[src/sv/ogru_pkg.sv]
package ogru_pkg;

	localparam int COORD_W = 13;
	localparam int DIFF_W  = 14;
	localparam int ERR_W   = 17;
	localparam int CFG_W   = 10;
	localparam int VAL_W   = 8;
	localparam int CELL_W  = 2;

	localparam int DEF_MAX_WIDTH  = 512;
	localparam int DEF_MAX_HEIGHT = 512;

	localparam logic [CFG_W-1:0] RESET_WIDTH  = CFG_W'(400);
	localparam logic [CFG_W-1:0] RESET_HEIGHT = CFG_W'(400);

	localparam logic REG_GRID_WIDTH  = 1'b0;
	localparam logic REG_GRID_HEIGHT = 1'b1;

	localparam logic CMD_RAY  = 1'b0;
	localparam logic CMD_READ = 1'b1;

	localparam logic KIND_RAY_DONE = 1'b0;
	localparam logic KIND_READ     = 1'b1;

	localparam logic [CELL_W-1:0] CELL_UNKNOWN = 2'd0;
	localparam logic [CELL_W-1:0] CELL_FREE    = 2'd1;
	localparam logic [CELL_W-1:0] CELL_OCC     = 2'd2;

	localparam logic signed [VAL_W-1:0] VAL_UNKNOWN = -8'sd1;
	localparam logic signed [VAL_W-1:0] VAL_FREE    = 8'sd0;
	localparam logic signed [VAL_W-1:0] VAL_OCC     = 8'sd100;

	typedef struct packed {
		logic [COORD_W-1:0] w;
		logic [COORD_W-1:0] h;
	} ogru_dims_t;

	typedef struct packed {
		logic                       cmd;
		logic                       hit_in;
		logic                       robot_in;
		logic                       zero_len;
		logic signed [COORD_W-1:0]  rx;
		logic signed [COORD_W-1:0]  ry;
		logic signed [COORD_W-1:0]  hx;
		logic signed [COORD_W-1:0]  hy;
		logic [DIFF_W-1:0]          dx;
		logic [DIFF_W-1:0]          dy;
		logic                       sx_neg;
		logic                       sy_neg;
	} ogru_item_t;

	function automatic logic in_map(
		input logic signed [COORD_W-1:0] x,
		input logic signed [COORD_W-1:0] y,
		input ogru_dims_t                dims
	);
		in_map = !x[COORD_W-1] && !y[COORD_W-1] &&
			($unsigned(x) < dims.w) && ($unsigned(y) < dims.h);
	endfunction

endpackage

[src/sv/ogru_front.sv]
module ogru_front
	import ogru_pkg::*;
(
	input  logic                       clk,
	input  logic                       arst_n,
	input  ogru_dims_t                 dims,
	input  logic                       hold,
	input  logic                       in_valid,
	output logic                       in_ready,
	input  logic                       cmd,
	input  logic signed [COORD_W-1:0]  robot_x,
	input  logic signed [COORD_W-1:0]  robot_y,
	input  logic signed [COORD_W-1:0]  hit_x,
	input  logic signed [COORD_W-1:0]  hit_y,
	output logic                       q_valid,
	input  logic                       q_ready,
	output ogru_item_t                 q_item
);

	localparam int QDEPTH = 2;

	ogru_item_t                item;
	ogru_item_t                entry_q [QDEPTH];
	logic                      wr_ptr_q;
	logic                      rd_ptr_q;
	logic [1:0]                count_q;
	logic                      push;
	logic                      pop;
	logic signed [DIFF_W-1:0]  diff_x;
	logic signed [DIFF_W-1:0]  diff_y;

	// Classify the word on the way in: map membership, deltas and step signs.
	always_comb begin
		diff_x = DIFF_W'(hit_x) - DIFF_W'(robot_x);
		diff_y = DIFF_W'(hit_y) - DIFF_W'(robot_y);
		item.cmd      = cmd;
		item.hit_in   = in_map(hit_x, hit_y, dims);
		item.robot_in = in_map(robot_x, robot_y, dims);
		item.zero_len = (robot_x == hit_x) && (robot_y == hit_y);
		item.rx       = robot_x;
		item.ry       = robot_y;
		item.hx       = hit_x;
		item.hy       = hit_y;
		item.dx       = diff_x[DIFF_W-1] ? DIFF_W'(-diff_x) : DIFF_W'(diff_x);
		item.dy       = diff_y[DIFF_W-1] ? DIFF_W'(-diff_y) : DIFF_W'(diff_y);
		item.sx_neg   = !(robot_x < hit_x);
		item.sy_neg   = !(robot_y < hit_y);
	end

	assign in_ready = !hold && (count_q != 2'(QDEPTH));
	assign push     = in_valid && in_ready;
	assign q_valid  = (count_q != 2'd0);
	assign pop      = q_valid && q_ready;
	assign q_item   = entry_q[rd_ptr_q];

	always_ff @(posedge clk or negedge arst_n) begin
		if (!arst_n) begin
			wr_ptr_q <= 1'b0;
			rd_ptr_q <= 1'b0;
			count_q  <= 2'd0;
		end else begin
			if (push) begin
				wr_ptr_q <= !wr_ptr_q;
			end
			if (pop) begin
				rd_ptr_q <= !rd_ptr_q;
			end
			if (push && !pop) begin
				count_q <= count_q + 2'd1;
			end else if (pop && !push) begin
				count_q <= count_q - 2'd1;
			end
		end
	end

	always_ff @(posedge clk) begin
		if (push) begin
			entry_q[wr_ptr_q] <= item;
		end
	end

endmodule

[config.mk]
export PLATFORM = sky130hd
export DESIGN_NAME = ogru_front
export DESIGN_NICKNAME = d
export VERILOG_FILES = /design/src/sv/ogru_pkg.sv /design/src/sv/ogru_front.sv
export SDC_FILE = /design/constraint.sdc
export NUM_CORES = 1
export LEC_CHECK = 0
export ABC_AREA = 0
export BUFFER_PORTS_ARGS = -buffer_cell sky130_fd_sc_hd__clkbuf_2
export CORE_MARGIN = 2
export CORE_UTILIZATION = 41
export CTS_BUF_LIST = sky130_fd_sc_hd__clkbuf_8
export CTS_CLUSTER_DIAMETER = 150
export DETAILED_ROUTE_END_ITERATION = 8
export SETUP_SLACK_MARGIN = 0.05
export SLEW_MARGIN = 15
export SYNTH_ARGS = -nofsm -noshare
export SYNTH_HDL_FRONTEND = slang
export SYNTH_SLANG_ARGS = --single-unit
[constraint.sdc]
create_clock -name clk -period 7.7 [get_ports clk]
set_input_delay 1.54 -clock clk [delete_from_list [all_inputs] [get_ports clk]]
set_output_delay 1.54 -clock clk [all_outputs]
set_load 0.005 [all_outputs]
==> results of run 1 <==
## cells in the final DEF (no fill, tap or decap), types with 9 or more instances in the layout
cell type,count
o21ai_1,9
xnor2_1,26
nand3_1,10
clkbuf_2,171
ha_1,79
a21o_1,10
a21oi_1,30
edfxtp_1,172
nor2_1,35
inv_1,63
nand2_1,24
xor2_1,18
clkbuf_8,17
o21ai_0,19
mux2_2,86
## per-stage QoR
| step | hold WS [ns] | instances | power (mW) | utilization, % | cell area [um2] |
|---|---|---|---|---|---|
| 3_5_place_dp | 0.493 | 1145 | 2.24 | 46.8 | 10500 |
| 3_3_place_gp | 0.479 | 1145 | 2.23 | 46.8 | 10500 |
| 5_1_grt | 0.538 | 1177 | 2.94 | 48.3 | 10800 |
| 2_1_floorplan | 0.456 | 697 | 1.88 | - | 9290 |
| 6_report | 0.503 | 1177 | 2.78 | 48.3 | 10800 |
| 4_1_cts | 0.510 | 1177 | 2.82 | 48.3 | 10800 |
## layout make-up
class	instances	area, um2	share of cell area, %
clock buffer	17	234	2.16
clock inverter	15	118	1.08
inverter	63	236	2.18
multi-input combinational	447	3750	34.6
sequential	176	5270	48.6
tap	285	357	3.29
timing repair buffer	174	878	8.10
## power by group through the flow
stage,Sequential (mW),Combinational (mW),Clock [mW]
CTS,1.29,0.933,0.600
finish,1.28,0.916,0.580
global route,1.30,1.01,0.636
global placement,1.30,0.924,0
floorplan,1.28,0.602,0
detailed placement,1.31,0.929,0
## worst max path at each step
stage	to	slack (ns)	start
5_1_grt	entry_q[1][28]	3.46	hit_x[0]
3_3_place_gp	entry_q[0][28]	3.39	hit_x[0]
2_1_floorplan	entry_q[0][0]	1.70	hold
3_5_place_dp	entry_q[1][28]	3.34	hit_x[0]
4_1_cts	q_item[42]	3.57	rd_ptr_q
6_report	q_item[42]	3.67	rd_ptr_q
## state kept, by name (all words and copies together) (netlist names)
register  flops
entry_q     172
wr_ptr_q      1
rd_ptr_q      1
count_q       2
## per-layer routing
layer / GRT usage (%) / vias up
met4: 5.20 / 0
met2: 25.8 / 121
li1: - / 2977
met1: 24.7 / 2843
met3: 3.05 / 18
met5: 0 / -
## kinds of logic after synthesis
logic type | after synthesis | share of synthesized area [%]
buffers and inverters | 74 | 3.00
flip-flops | 176 | 56.7
XOR/XNOR | 45 | 4.33
multiplexers | 86 | 10.4
AND/OR/NAND/NOR | 124 | 6.76
AO/OA/AOI/OAI | 111 | 7.71
adder cells (fa/ha/maj) | 81 | 11.1
## critical path, stage by stage (launching register included)
cell and delay [ns]:
dfrtp_4 0.69, buf_4 0.77, mux2_2 0.44, clkbuf_2 0.12
## synthesized netlist by cell type (all sizes together) (10+ instances only)
master / instances
o21ai: 29
xor2: 18
mux2: 86
nand3: 10
a21o: 10
nand2: 24
ha: 79
nor2: 37
xnor2: 27
inv: 63
a21oi: 31
edfxtp: 172
==> out/qor.csv, run 1 <==
metric;value;unit
finalSetupViolCount;0;
pwr-share-comb;32.9;%
grt_pass1_wl;31.3;mm
num_rows;55;
synth-seq-cells;176;
vias_per_cell;5.06;
pre_cts_slack;3.34;ns
dr.first_iter.drc_count;322;
end_kind;primary output;
hold_buffers;0;
synth_fp_nets;862;
clock_power_share;20.9;%
cts_resized;0;
p_per_area;256;nW/um2
num_io_pins;172;
synth_area_leaders;edfxtp_1, ha_1, mux2_2;
yosysTopAreaCell;edfxtp_1;
postSynthCellCount;697;
fin_nets;1044;
met3WireLength;723;um
yosysUniqueCellTypes;56;
die_area;23900;um2
holdPathStages;1;
track_usage;16.9;%
place_hpwl;14.7;mm
min_to;count_q[1];
cts_tree;built;
hold_start;count_q[1];
met1_length;10.3;mm
cts.sinks;176;
clockRootBuffer;clkbuf_8;
start_util;41.4;%
tightest_slew;0.864;ns
max-cap-violations;0;
worstSetupStartpointType;flop;
power.leakage;4.45;nW
synth_area_per_cell;13.3;um2
worst_slack;3.67;ns
cts.path.max_buffers;2;
finalSetupTns;0;ns
coreArea;22400;um2
status;complete, no violations;
p_seq_share;46.2;%
ff2ff_path_depth;5;
cp_max_fo;61;
hold_violations;0;
top_layer_used;met4;
drv_slew;0;
dr.pass1.iters;4;
skew;0.0118;ns
insertion_delay;0.45;ns
clk_pin_slew;0.09;ns
p_int;1.91;mW
ir_drop;116;uV
yosys_warnings;0;
fmax;248;MHz
drt_wl_total;20.0;mm
grt_overflow;0;
die_w;155;um
critPathRequiredTime;6.16;ns
antenna_found_initial;0;
timing.rr.start;count_q[0];
postCtsSetupBuffers;0;
drive_above_1_share;33.6;%
antenna_left;0;
drc;0;
dr_wl_met2;8.74;mm
yosysSeqAreaShare;56.7;%
die_h;155;um
slew_headroom;42.4;%
r2r-end;entry_q[0][39];
netlist_area;9290;um2
syn_to_final_growth;16.8;%
grt_pass1_vias;5935;
ys_async_sr_fraction;2.27;%
avgRoutedWirePerCell;17.0;um
sw_frac_of_total;31.2;%
yosysTopAreaCellShare;55.6;%
grt_max_degree;62;
fin_crit_sh;52.3;%
htree_levels;4;
period_minus_slack;4.03;ns
hold_class;reg -> reg;
critPathKind;reg -> out;
dr_total_vias;5959;
critPathArrivalTime;2.49;ns
synth_flop_cell;edfxtp_1;
rrSetupSlack;4.89;ns
place_congestion;0.824;
port_buffers;171;
num_antenna_cells;0;
cts_buffers;17;
rsz0062_at_grt;false;
synth_enable_flop_cells;172;
n_fill_cell;2063;
p_switching;868;uW
No activity file was read; power rests on OpenSTA's default activity.
==> run 2: changes to the inputs <==
--- a/config.mk
+++ b/config.mk
@@ -5,7 +5,7 @@
 export SDC_FILE = /design/constraint.sdc
 export NUM_CORES = 1
 export LEC_CHECK = 0
-export ABC_AREA = 0
+export ABC_AREA = 1
 export BUFFER_PORTS_ARGS = -buffer_cell sky130_fd_sc_hd__clkbuf_2
 export CORE_MARGIN = 2
 export CORE_UTILIZATION = 41
==> constraint.sdc (replaced) <==
create_clock -name clk -period 3.25 [get_ports clk]
set_input_delay 0.65 -clock clk [delete_from_list [all_inputs] [get_ports clk]]
set_output_delay 0.65 -clock clk [all_outputs]
set_load 0.005 [all_outputs]
==> out/qor.csv, run 2 <==
metric;value;unit
largest_reg_flops;172;
final_common_cell;nand2_1;
grt_pass1_wl;37.3;mm
most-common-layout-cells;nand2_1, edfxtp_1, clkbuf_2, inv_1, ha_1;
sw_frac_of_total;35.9;%
yosysUniqueCellTypes;40;
num_io_pins;172;
dr_wl_met2;10.1;mm
fmax;411;MHz
place_congestion;0.846;
p_int;4.74;mW
critPathRequiredTime;3.45;ns
finalSetupTns;0;ns
finalSetupViolCount;0;
met3WireLength;792;um
tightest_slew;0.511;ns
clock_power_share;23.9;%
drv_slew;0;
hold_class;in -> reg;
synth-seq-cells;176;
netlist_area;10000;um2
die_h;160;um
synthTopCellsByCount;nand2_1, edfxtp_1, inv_1, ha_1, nor2_1;
critPathArrivalTime;2.64;ns
top_register;entry_q;
ir_drop;336;uV
cts_buffers;17;
grt_pass1_vias;7191;
coreArea;24200;um2
clk_pin_slew;0.09;ns
num_rows;57;
slowest_delay;0.54;ns
place_hpwl;16.7;mm
cp_cell_sequence;clkbuf_2 > inv_1 > ha_1 > fa_1 > ha_1 > inv_1 > a21oi_1 > nand3_1 > nor2_1 > nand2_1 > nor2_1 > nand2_1 > nand2_1 > nand2_1 > nand2_1 > nand2_1;
rsz0062_at_grt;false;
end_kind;flop;
grt_overflow;0;
start_util;41.5;%
synth_flop_cell;edfxtp_1;
cts.sinks;176;
dr.first_iter.drc_count;355;
worst_hold_slack;0.400;ns
antenna_left;0;
drive_above_1_share;19.1;%
top_layer_used;met4;
pwr-share-comb;36.1;%
largest_registers;entry_q x172, count_q x2;
fin_nets;1456;
synth_enable_flop_cells;172;
die_area;25700;um2
p_switching;2.65;mW
cp_max_fo;4;
period_minus_slack;2.44;ns
cts_resized;0;
p_per_area;629;nW/um2
synth_area_leaders;edfxtp_1, nand2_1, ha_1;
vias_per_cell;4.72;
drt_wl_total;23.3;mm
num_antenna_cells;0;
yosysSeqAreaShare;52.5;%
fin_crit_sh;74.9;%
htree_levels;4;
holdPathStages;1;
power.leakage;5.72;nW
yosysMostFrequentCell;nand2_1;
dr_total_vias;7675;
timing.rr.start;count_q[0];
ff2ff_path_depth;5;
rrSetupSlack;1.42;ns
clockRootBuffer;clkbuf_8;
die_w;160;um
crit_family;adder cells;
synth_area_per_cell;8.97;um2
skew;0.0133;ns
max-cap-violations;0;
r2r-end;entry_q[0][65];
p_seq_share;40.0;%
insertion_delay;0.46;ns
ys_async_sr_fraction;2.27;%
yosysTopAreaCell;edfxtp_1;
grt_max_degree;88;
crit_buf_inv;3;
yosys_warnings;0;
cpMaxStageDelayCell;fa_1;
hold_violations;0;
port_buffers;171;
drc;0;
path_common_cell;nand2_1;
synth_fp_nets;1283;
antenna_found_initial;0;
syn_to_final_growth;17.2;%
track_usage;18.3;%
met1_length;12.1;mm
cts_tree;built;
cts.path.max_buffers;2;
dr.pass1.iters;7;
min_to;entry_q[0][85];
worstSetupStartpointType;primary input;
yosysTopAreaCellShare;51.5;%
critPathKind;in -> reg;
status;complete, no violations;
slew_headroom;65.9;%
postSynthCellCount;1118;
avgRoutedWirePerCell;14.3;um
hold_start;cmd;
## run 2: cell types whose count changed in the layout (fill, tap and decap cells not counted), sizes merged, moves of 6 or more
cell and change:
nor2b -6, nand2 +455, nand3 +38, a21oi +13, clkinv -8, xnor2 -21
mux2 -86, nand3b +6, inv +82, o21ai -19, nor2 +14, nand2b -8
xor2 -8, a21o -10
## run 2: how the worst max path moves through the flow
stage	slack (ns)	endpoint	from	cells after the start
global route	0.59	entry_q[1][28]	hit_x[0]	16
floorplan	-0.42	entry_q[0][0]	hold	3
detailed placement	0.36	entry_q[0][28]	hit_x[0]	16
finish	0.81	entry_q[1][28]	hit_x[0]	16
CTS	0.83	entry_q[1][28]	hit_x[0]	16
global placement	0.42	entry_q[0][14]	hit_y[0]	16
## run 2: repair_timing
item / CTS / global route
hold buffers: 1 / 0
hold endpoints to repair: 4 / 0
setup buffers: 0 / 0
## run 2: cell families (layout without fill, tap and decap cells)
| logic type | Yosys count | in the layout | synth area share (%) |
|---|---|---|---|
| simple gates | 607 | 607 | 25.2 |
| buf+inv | 165 | 350 | 6.38 |
| flops | 176 | 176 | 52.5 |
| fa+ha+maj | 81 | 81 | 10.3 |
| compound gates | 73 | 73 | 4.15 |
| xor+xnor | 16 | 16 | 1.55 |
## run 2: layout make-up
class	instances	area (um2)
clock buffer	17	234
multi-input combinational	777	4140
inverter	142	533
sequential	176	5270
fill	2325	12400
timing repair buffer	177	953
tap	324	405
clock inverter	14	225
## run 2: layer usage
layer | vias to the layer above | global-route usage (%)
met1 | 3499 | 27.6
met5 | - | 0
met4 | 0 | 5.36
li1 | 4008 | -
met2 | 146 | 27.6
met3 | 22 | 2.38
## run 2: through the flow
stage	cells	power, mW	cell area, um2	worst slack, ns	util [%]
2_1_floorplan	1118	4.58	10000	-0.421	-
3_3_place_gp	1595	5.70	11300	0.417	46.7
3_5_place_dp	1595	5.75	11300	0.357	46.7
4_1_cts	1627	7.51	11800	0.834	48.6
5_1_grt	1627	7.93	11800	0.591	48.6
6_report	1627	7.39	11800	0.815	48.6
## run 2: power by group through the flow
stage               Combinational [mW]  Sequential [mW]  Clock [mW]
floorplan                         1.56             3.01           0
global placement                  2.69             3.01           0
detailed placement                2.73             3.01           0
CTS                               2.74             2.96        1.81
global route                      3.04             2.99        1.90
finish                            2.67             2.96        1.77
## run 2: worst register-to-register path, stage by stage, from the launching register on
cell and delay (ns):
dfrtp_1 0.37, inv_1 0.08, a21oi_1 0.17, nand2_1 0.22
nor2_4 0.16, buf_12 0.42
==> run 3: changes to the inputs <==
==> constraint.sdc (replaced) <==
create_clock -name clk -period 2.49 [get_ports clk]
set_input_delay 0.498 -clock clk [delete_from_list [all_inputs] [get_ports clk]]
set_output_delay 0.498 -clock clk [all_outputs]
set_load 0.005 [all_outputs]
==> out/qor.csv, run 3 (synthesized netlist as in run 2, its figures left out) <==
metric;value;unit
drt_wl_total;25.3;mm
drc;0;
grt_max_degree;58;
cp_max_fo;3;
dr.first_iter.drc_count;383;
coreArea;24200;um2
cts.path.max_buffers;2;
die_h;160;um
start_util;41.5;%
largest_registers;entry_q x172, count_q x2;
clk_pin_slew;0.10;ns
fmax;443;MHz
p_per_area;768;nW/um2
fin_nets;1569;
hold_start;cmd;
critPathArrivalTime;2.47;ns
finalSetupViolCount;0;
cts.sinks;176;
min_to;entry_q[1][85];
r2r-end;entry_q[0][38];
end_kind;flop;
hold_class;in -> reg;
place_hpwl;19.2;mm
track_usage;20.0;%
fin_util;52.1;%
grt_overflow;0;
num_antenna_cells;0;
pre_cts_slack;-0.216;ns
grt_pass1_wl;40.5;mm
max-cap-violations;0;
skew;0.0162;ns
place_congestion;0.873;
power.total;9.68;mW
die_area;25700;um2
drv_slew;0;
tightest_slew;0.437;ns
worstSetupStartpointType;primary input;
num_rows;57;
dr.pass1.iters;5;
rsz0062_at_grt;false;
vias_per_cell;4.72;
cts_buffers;17;
ff2ff_path_depth;5;
slew_headroom;70.7;%
largest_reg_flops;172;
power.leakage;6.24;nW
worst_slack;0.232;ns
antenna_found_initial;0;
final_common_cell;nand2_1;
ir_drop;581;uV
antenna_left;0;
num_io_pins;172;
status;complete, no violations;
dr_total_vias;8220;
htree_levels;4;
clockRootBuffer;clkbuf_8;
holdPathStages;1;
rrSetupSlack;0.79;ns
die_w;160;um
critPathKind;in -> reg;
grt_pass1_vias;7948;
n_fill_cell;2266;
insertion_delay;0.46;ns
syn_to_final_growth;25.7;%
avgRoutedWirePerCell;14.5;um
period_minus_slack;2.26;ns
timing.rr.start;count_q[0];
top_register;entry_q;
hold_violations;0;
port_buffers;171;
worst_hold_slack;0.227;ns
most-common-layout-cells;nand2_1, edfxtp_1, clkbuf_2, inv_1, buf_4;
fin_crit_sh;90.7;%
cts_tree;built;
drive_above_1_share;26.3;%
critPathRequiredTime;2.70;ns
run 3: cell count changes in the layout (fill, tap and decap cells not counted), moves of 2 or more:
| cell | before | now |
|---|---|---|
| a21oi_1 | 44 | 41 |
| ha_1 | 79 | 77 |
| nor2_1 | 43 | 41 |
| ha_2 | 0 | 2 |
| a21oi_2 | 0 | 2 |
| buf_4 | 1 | 114 |
| bufinv_16 | 5 | 2 |
| nand2_1 | 458 | 456 |
| inv_6 | 5 | 3 |
| clkinv_4 | 1 | 4 |
run 3: worst max path at each step:
stage,start,end,cells after the start
global placement,hit_x[0],entry_q[0][28],16
detailed placement,hit_x[0],entry_q[1][28],16
CTS,rd_ptr_q,q_item[58],5
finish,hit_x[0],entry_q[0][28],16
floorplan,hold,entry_q[0][0],3
global route,hit_x[0],entry_q[1][28],16
run 3: area by class of cell:
type                       instances  area [um2]  area share (%)
sequential                       176        5270            41.8
multi-input combinational        777        4190            33.2
timing repair buffer             290        1800            14.3
inverter                         142         533            4.23
tap                              324         405            3.22
clock buffer                      18         248            1.97
clock inverter                    14         160            1.27
run 3: metrics by stage:
stage	TNS, ns	cell area [um2]	std cells
6_report	0	12600	1741
5_1_grt	0	12600	1741
4_1_cts	0	12600	1741
3_5_place_dp	-4.04	12200	1708
3_3_place_gp	-2.44	12200	1708
2_1_floorplan	0	10100	1118
run 3: worst max-delay path, stage by stage:
cell,delay (ns)
clkbuf_2,0.09
inv_1,0.04
ha_1,0.21
fa_1,0.56
ha_1,0.15
inv_1,0.06
a21oi_2,0.10
nand3_1,0.09
nor2_1,0.09
nand2_1,0.09
nor2_2,0.14
nand2_1,0.08
nand2_1,0.10
nand2_1,0.06
nand2_1,0.05
nand2_1,0.06
run 3: report_power, final:
part	leakage (nW)	switching [mW]	internal [mW]
logic	4.41	2.33	1.42
clock network	0.206	1.11	0.935
registers	1.62	0.107	3.77
total	6.24	3.55	6.13
run 3: per-layer routing:
metal / routed length [um] / vias up / global-route usage [%]
met2: 11600 / 189 / 32.0
met3: 1290 / 22 / 4.05
li1: - / 4222 / -
met5: 0 / - / 0
met4: 316 / 0 / 4.55
met1: 12000 / 3787 / 28.4
run 3: what timing repair did:
item | CTS | global route
hold endpoints to repair | 4 | 0
hold buffers | 1 | 0
endpoints found under the setup margin | 0 | 4
buffers inserted | 0 | 0
resized for setup | 0 | 6
